### config.mk
export PLATFORM = sky130hd
export DESIGN_NAME = fsc_span_unit
export DESIGN_NICKNAME = d
export VERILOG_FILES = /design/src/rtl/fsc_pkg.sv /design/src/rtl/fsc_span_unit.sv
export SDC_FILE = /design/constraint.sdc
export NUM_CORES = 1
export LEC_CHECK = 0
export BUFFER_PORTS_ARGS = -buffer_cell sky130_fd_sc_hd__clkbuf_2
export CORE_MARGIN = 5
export CORE_UTILIZATION = 35
export DETAILED_ROUTE_END_ITERATION = 8
export MAX_ROUTING_LAYER = met4
export PLACE_DENSITY = 0.78
export SYNTH_ARGS = -nofsm -noshare
export SYNTH_HDL_FRONTEND = slang
export SYNTH_SLANG_ARGS = --single-unit
export TNS_END_PERCENT = 20
### constraint.sdc
create_clock -name vclk -period 5.9
set_clock_uncertainty 0.05 [all_clocks]
set_input_delay 1.18 -clock vclk [all_inputs]
set_output_delay 1.18 -clock vclk [all_outputs]
set_load 0.02 [all_outputs]
### src/rtl/fsc_pkg.sv
// shared types, codes and defaults of the floor span coalescer
package fsc_pkg;

	localparam int ROWS_DEF    = 480;
	localparam int COLUMNS_DEF = 640;

	localparam int OP_W   = 2;
	localparam int COL_W  = 10;
	localparam int ROW_W  = 9;
	localparam int CODE_W = 16;
	localparam int SECT_W = 15;

	localparam logic [OP_W-1:0] OP_OPEN  = 2'd0;
	localparam logic [OP_W-1:0] OP_CLOSE = 2'd1;
	localparam logic [OP_W-1:0] OP_FLUSH = 2'd2;
	localparam logic [OP_W-1:0] OP_FRAME = 2'd3;

	typedef struct packed {
		logic [OP_W-1:0]   operation;
		logic [COL_W-1:0]  column;
		logic [ROW_W-1:0]  row;
		logic [CODE_W-1:0] sector_code;
	} item_t;

	typedef struct packed {
		logic [ROW_W-1:0]  span_row;
		logic [COL_W-1:0]  span_first;
		logic [COL_W-1:0]  span_last;
		logic [SECT_W-1:0] span_sector;
		logic              is_ceiling;
	} span_t;

	typedef struct packed {
		logic              open_flag;
		logic [COL_W-1:0]  open_start;
		logic [COL_W-1:0]  closed_column;
		logic [CODE_W-1:0] closed_code;
	} row_data_t;

	typedef struct packed {
		row_data_t data;
		logic      pend;
	} row_state_t;

	typedef struct packed {
		logic             data_en;
		logic             pend_en;
		logic [ROW_W-1:0] addr;
		row_state_t       state;
	} wr_cmd_t;

endpackage

### src/rtl/fsc_span_unit.sv
// next row state and span closeout for one post event
module fsc_span_unit #(
	parameter int ROWS    = fsc_pkg::ROWS_DEF,
	parameter int COLUMNS = fsc_pkg::COLUMNS_DEF
) (
	input  fsc_pkg::item_t      item,
	input  fsc_pkg::row_state_t cur,
	output fsc_pkg::row_state_t nxt,
	output logic                wen,
	output logic                emit,
	output fsc_pkg::span_t      span
);

	localparam logic [fsc_pkg::COL_W-1:0] LAST_COL = fsc_pkg::COL_W'(COLUMNS - 1);
	localparam logic [fsc_pkg::COL_W:0]   COL_LIM  = (fsc_pkg::COL_W + 1)'(COLUMNS);
	localparam logic [fsc_pkg::ROW_W:0]   ROW_LIM  = (fsc_pkg::ROW_W + 1)'(ROWS);

	logic                      in_range;
	logic                      reopen;
	logic                      do_close;
	logic                      span_ok;
	logic [fsc_pkg::COL_W-1:0] first;
	logic [fsc_pkg::COL_W:0]   next_col;

	assign in_range = {1'b0, item.row} < ROW_LIM;
	assign next_col = {1'b0, cur.data.closed_column} + 1'b1;
	assign reopen   = cur.pend && (next_col == {1'b0, item.column})
		&& (cur.data.closed_code == item.sector_code);
	assign first    = (cur.data.open_start > LAST_COL) ? LAST_COL : cur.data.open_start;
	assign span_ok  = ({1'b0, cur.data.closed_column} < COL_LIM)
		&& (first <= cur.data.closed_column);

	always_comb begin
		do_close = 1'b0;
		nxt      = cur;
		case (item.operation)
			fsc_pkg::OP_OPEN: begin
				if (reopen) begin
					nxt.pend = 1'b0;
				end else begin
					do_close            = cur.data.open_flag;
					nxt.data.open_start = item.column;
					nxt.data.open_flag  = 1'b1;
					if (cur.data.open_flag && cur.pend) begin
						nxt.pend = 1'b0;
					end
				end
			end
			fsc_pkg::OP_CLOSE: begin
				do_close               = 1'b1;
				nxt.data.closed_column = item.column;
				nxt.data.closed_code   = item.sector_code;
				nxt.pend               = 1'b1;
				if (cur.pend) begin
					nxt.data.open_flag = 1'b0;
				end
			end
			fsc_pkg::OP_FLUSH: begin
				do_close = cur.data.open_flag;
				if (cur.data.open_flag && cur.pend) begin
					nxt.pend           = 1'b0;
					nxt.data.open_flag = 1'b0;
				end
			end
			default: begin
				do_close = 1'b0;
			end
		endcase
	end

	assign wen  = in_range && (item.operation != fsc_pkg::OP_FRAME);
	assign emit = wen && do_close && cur.pend && span_ok;

	assign span.span_row    = item.row;
	assign span.span_first  = first;
	assign span.span_last   = cur.data.closed_column;
	assign span.span_sector = cur.data.closed_code[fsc_pkg::SECT_W-1:0];
	assign span.is_ceiling  = cur.data.closed_code[fsc_pkg::CODE_W-1];

endmodule

==> results.md <==
- First-pass GRT wire length: between 8000 and 9000 µm
- RSZ-0062 raised after global routing: false
- Fillers: 453
- Crit path DAT: 3.41 ns
- Antenna violations before repair: 0
- Share of layout cells above drive strength 1: 56.19%
- TritonRoute pass-1 iters: 4
- Worst hold path type: input port to output pin
- Vias: 1925
- Max cap viols: 0
- Power Total: ~0.22 mW
- Final Hold Fails: 0
- Area grow syn2layout: 33.77%
- Post-synth top area share: roughly a fifth
- LEAKAGE: ~1.1 nW
- Synth Net Count: slightly above 300
- DR vias/cell: roughly 5
- Setup crit end kind: output pin
- Post-synth top cells: buf_4 (35), mux2_2 (28), xnor2_1 (23)
- CP max-delay cell: nor3_4
- DP HPWL: between 4000 and 5000 µm
- Overall die height: slightly below 80 µm
- CP max FO: 10
- Seq Cell Count: 0
- Max incr delay on CP: around 0.46 ns
- CTS resizes: 0
- Pwr/cell area: 98.64 nW/µm²
- Vias in the first global route: between 1500 and 2000
- Area contributors post-synth: mux2_2 (19%), buf_4 (16%), xnor2_1 (12%), ha_1 (8.4%), nand4_1 (5.0%)
- Relative slew slack: between 60% and 70%
- Distinct cells, synth: 34
- Core ar.: about 4600 µm²
- CP startpoint kind: input port
- Gpl congestion: a little under 0.9
- Wire length per cell: about 14 µm
- Seq. cell area: 0 µm²
- Yosys warns: 0
- Worst Path Required: 4.67 ns
- Initial core utilization: around 35%
- Clkbuf count: 0
- Port Buffers: 150
- Grt ovf: 0
- Area of the multi-input gates: 1314 µm²
- Io pins: 160
- Hold Buf Count CTS: 0
- Die Wd: a little under 80 µm
- Syn Inst Count: between 200 and 250
- Crit-path cells: clkbuf_2 -> ha_1 -> nand4_4 -> mux2_2 -> mux2i_4 -> nor4b_2 -> nor3_4 -> mux2_2 -> clkbuf_2
- Post-Route WL: 5509 µm
- Drt drc: 0
- Post-Syn Area: 1642 µm²
- 1st-iter DRT viols: slightly above 40
- Cell taking the most area after synthesis: mux2_2
- Dpl cell area: roughly 2200 µm²
- Min cycle time layout: ~4.6 ns
- Mean post-synth cell area: around 7.5 µm²
- Finished Cell Area: ~2200 µm²
- Most frequent cell after synthesis: buf_4
- Post-CTS Setup Bufs: 0
- Die ar.: 6160 µm²
- Kind of critical path: input port to output pin
- Worst Tran Pin Value: around 0.57 ns
- Total track usage: between 10% and 20%
- Final setup viols: 0
- Status: finished clean
- Final period utilization: between 70% and 80%
- DRT antenna net count: 0
- Ant diodes: 0
- Max Fclk: ~220 MHz
- Largest net degree at the start of global routing: 28
- Final Slew Violations: 0
- Nets: approximately 420
- Post-synthesis sequential area ratio: 0%
- Peak supply drop: around 0.038 mV
- Setup TNS: 0 ns
- FP Rows: 25
==> per-stage QoR <==
| stage | instances | setup slack (ns) | hold slack [ns] | utilization [%] |
|---|---|---|---|---|
| 2_1_floorplan | 219 | 1.416 | 2.397 | - |
| 3_3_place_gp | 385 | 1.302 | 2.310 | 47.43 |
| 3_5_place_dp | 385 | 1.224 | 2.310 | 47.43 |
| 4_1_cts | 385 | 1.218 | 2.310 | 47.43 |
| 5_1_grt | 385 | 1.149 | 2.310 | 47.43 |
| 6_report | 385 | 1.257 | 2.310 | 47.43 |
==> placed cells by master, fill, tap and decap left out, types with 2 or more instances in the layout <==
cell type  synthesis  layout
inv_1             13      13
xnor2_1           23      23
nand3_1            5       5
buf_4             35       2
a211oi_1           3       3
mux2_2            28      28
o21ai_0           15      15
a21oi_1            5       5
nor2b_1            6       5
xor2_1             5       5
nand4_1           13      13
clkbuf_2           0     150
nor2_1             8       8
nor4_1             3       3
nand2b_1           7       7
o211a_1            2       2
nand2_1           16      16
ha_1              11      11
==> power breakdown <==
group | total (mW) | internal (mW) | switching, mW
sequential | 0 | 0 | 0
clock | 0 | 0 | 0
combinational | 0.217 | 0.0870 | 0.130
total | 0.217 | 0.0870 | 0.130
==> final timing paths <==
kind                       end     start  cells after the start
worst max-delay path   nxt[28]   cur[17]                      9
worst min-delay path  span[37]  item[17]                      0
==> layer usage <==
metal | vias up | part of all wire (%) | GRT usage [%]
li1 | 981 | - | -
met1 | 844 | 43 | 20.93
met2 | 96 | 48 | 33.22
met3 | 4 | 8.5 | 1.376
met4 | 0 | 0.47 | 0.8741
met5 | - | 0 | -
==> logic make-up after synthesis <==
group | share of synthesized area (%)
fa+ha+maj | 8.384
compound gates | 12.73
xor+xnor | 14.94
simple gates | 23.25
mux | 20.58
buf+inv | 20.12
==> cell type report <==
| type | count | share of cell area, % |
|---|---|---|
| Inverter | 13 | 2.222 |
| Tap cell | 54 | 3.077 |
| Timing Repair Buffer | 152 | 34.87 |
| Multi-Input combinational cell | 166 | 59.83 |
==> critical path: cells and delay by family <==
kind                       cells  cell delay, ns
and+or+nand+nor                3            0.66
adders and majority gates      1            0.31
buffers and inverters          2            0.33
muxes                          3            0.93
No activity file was read; power rests on OpenSTA's default activity.
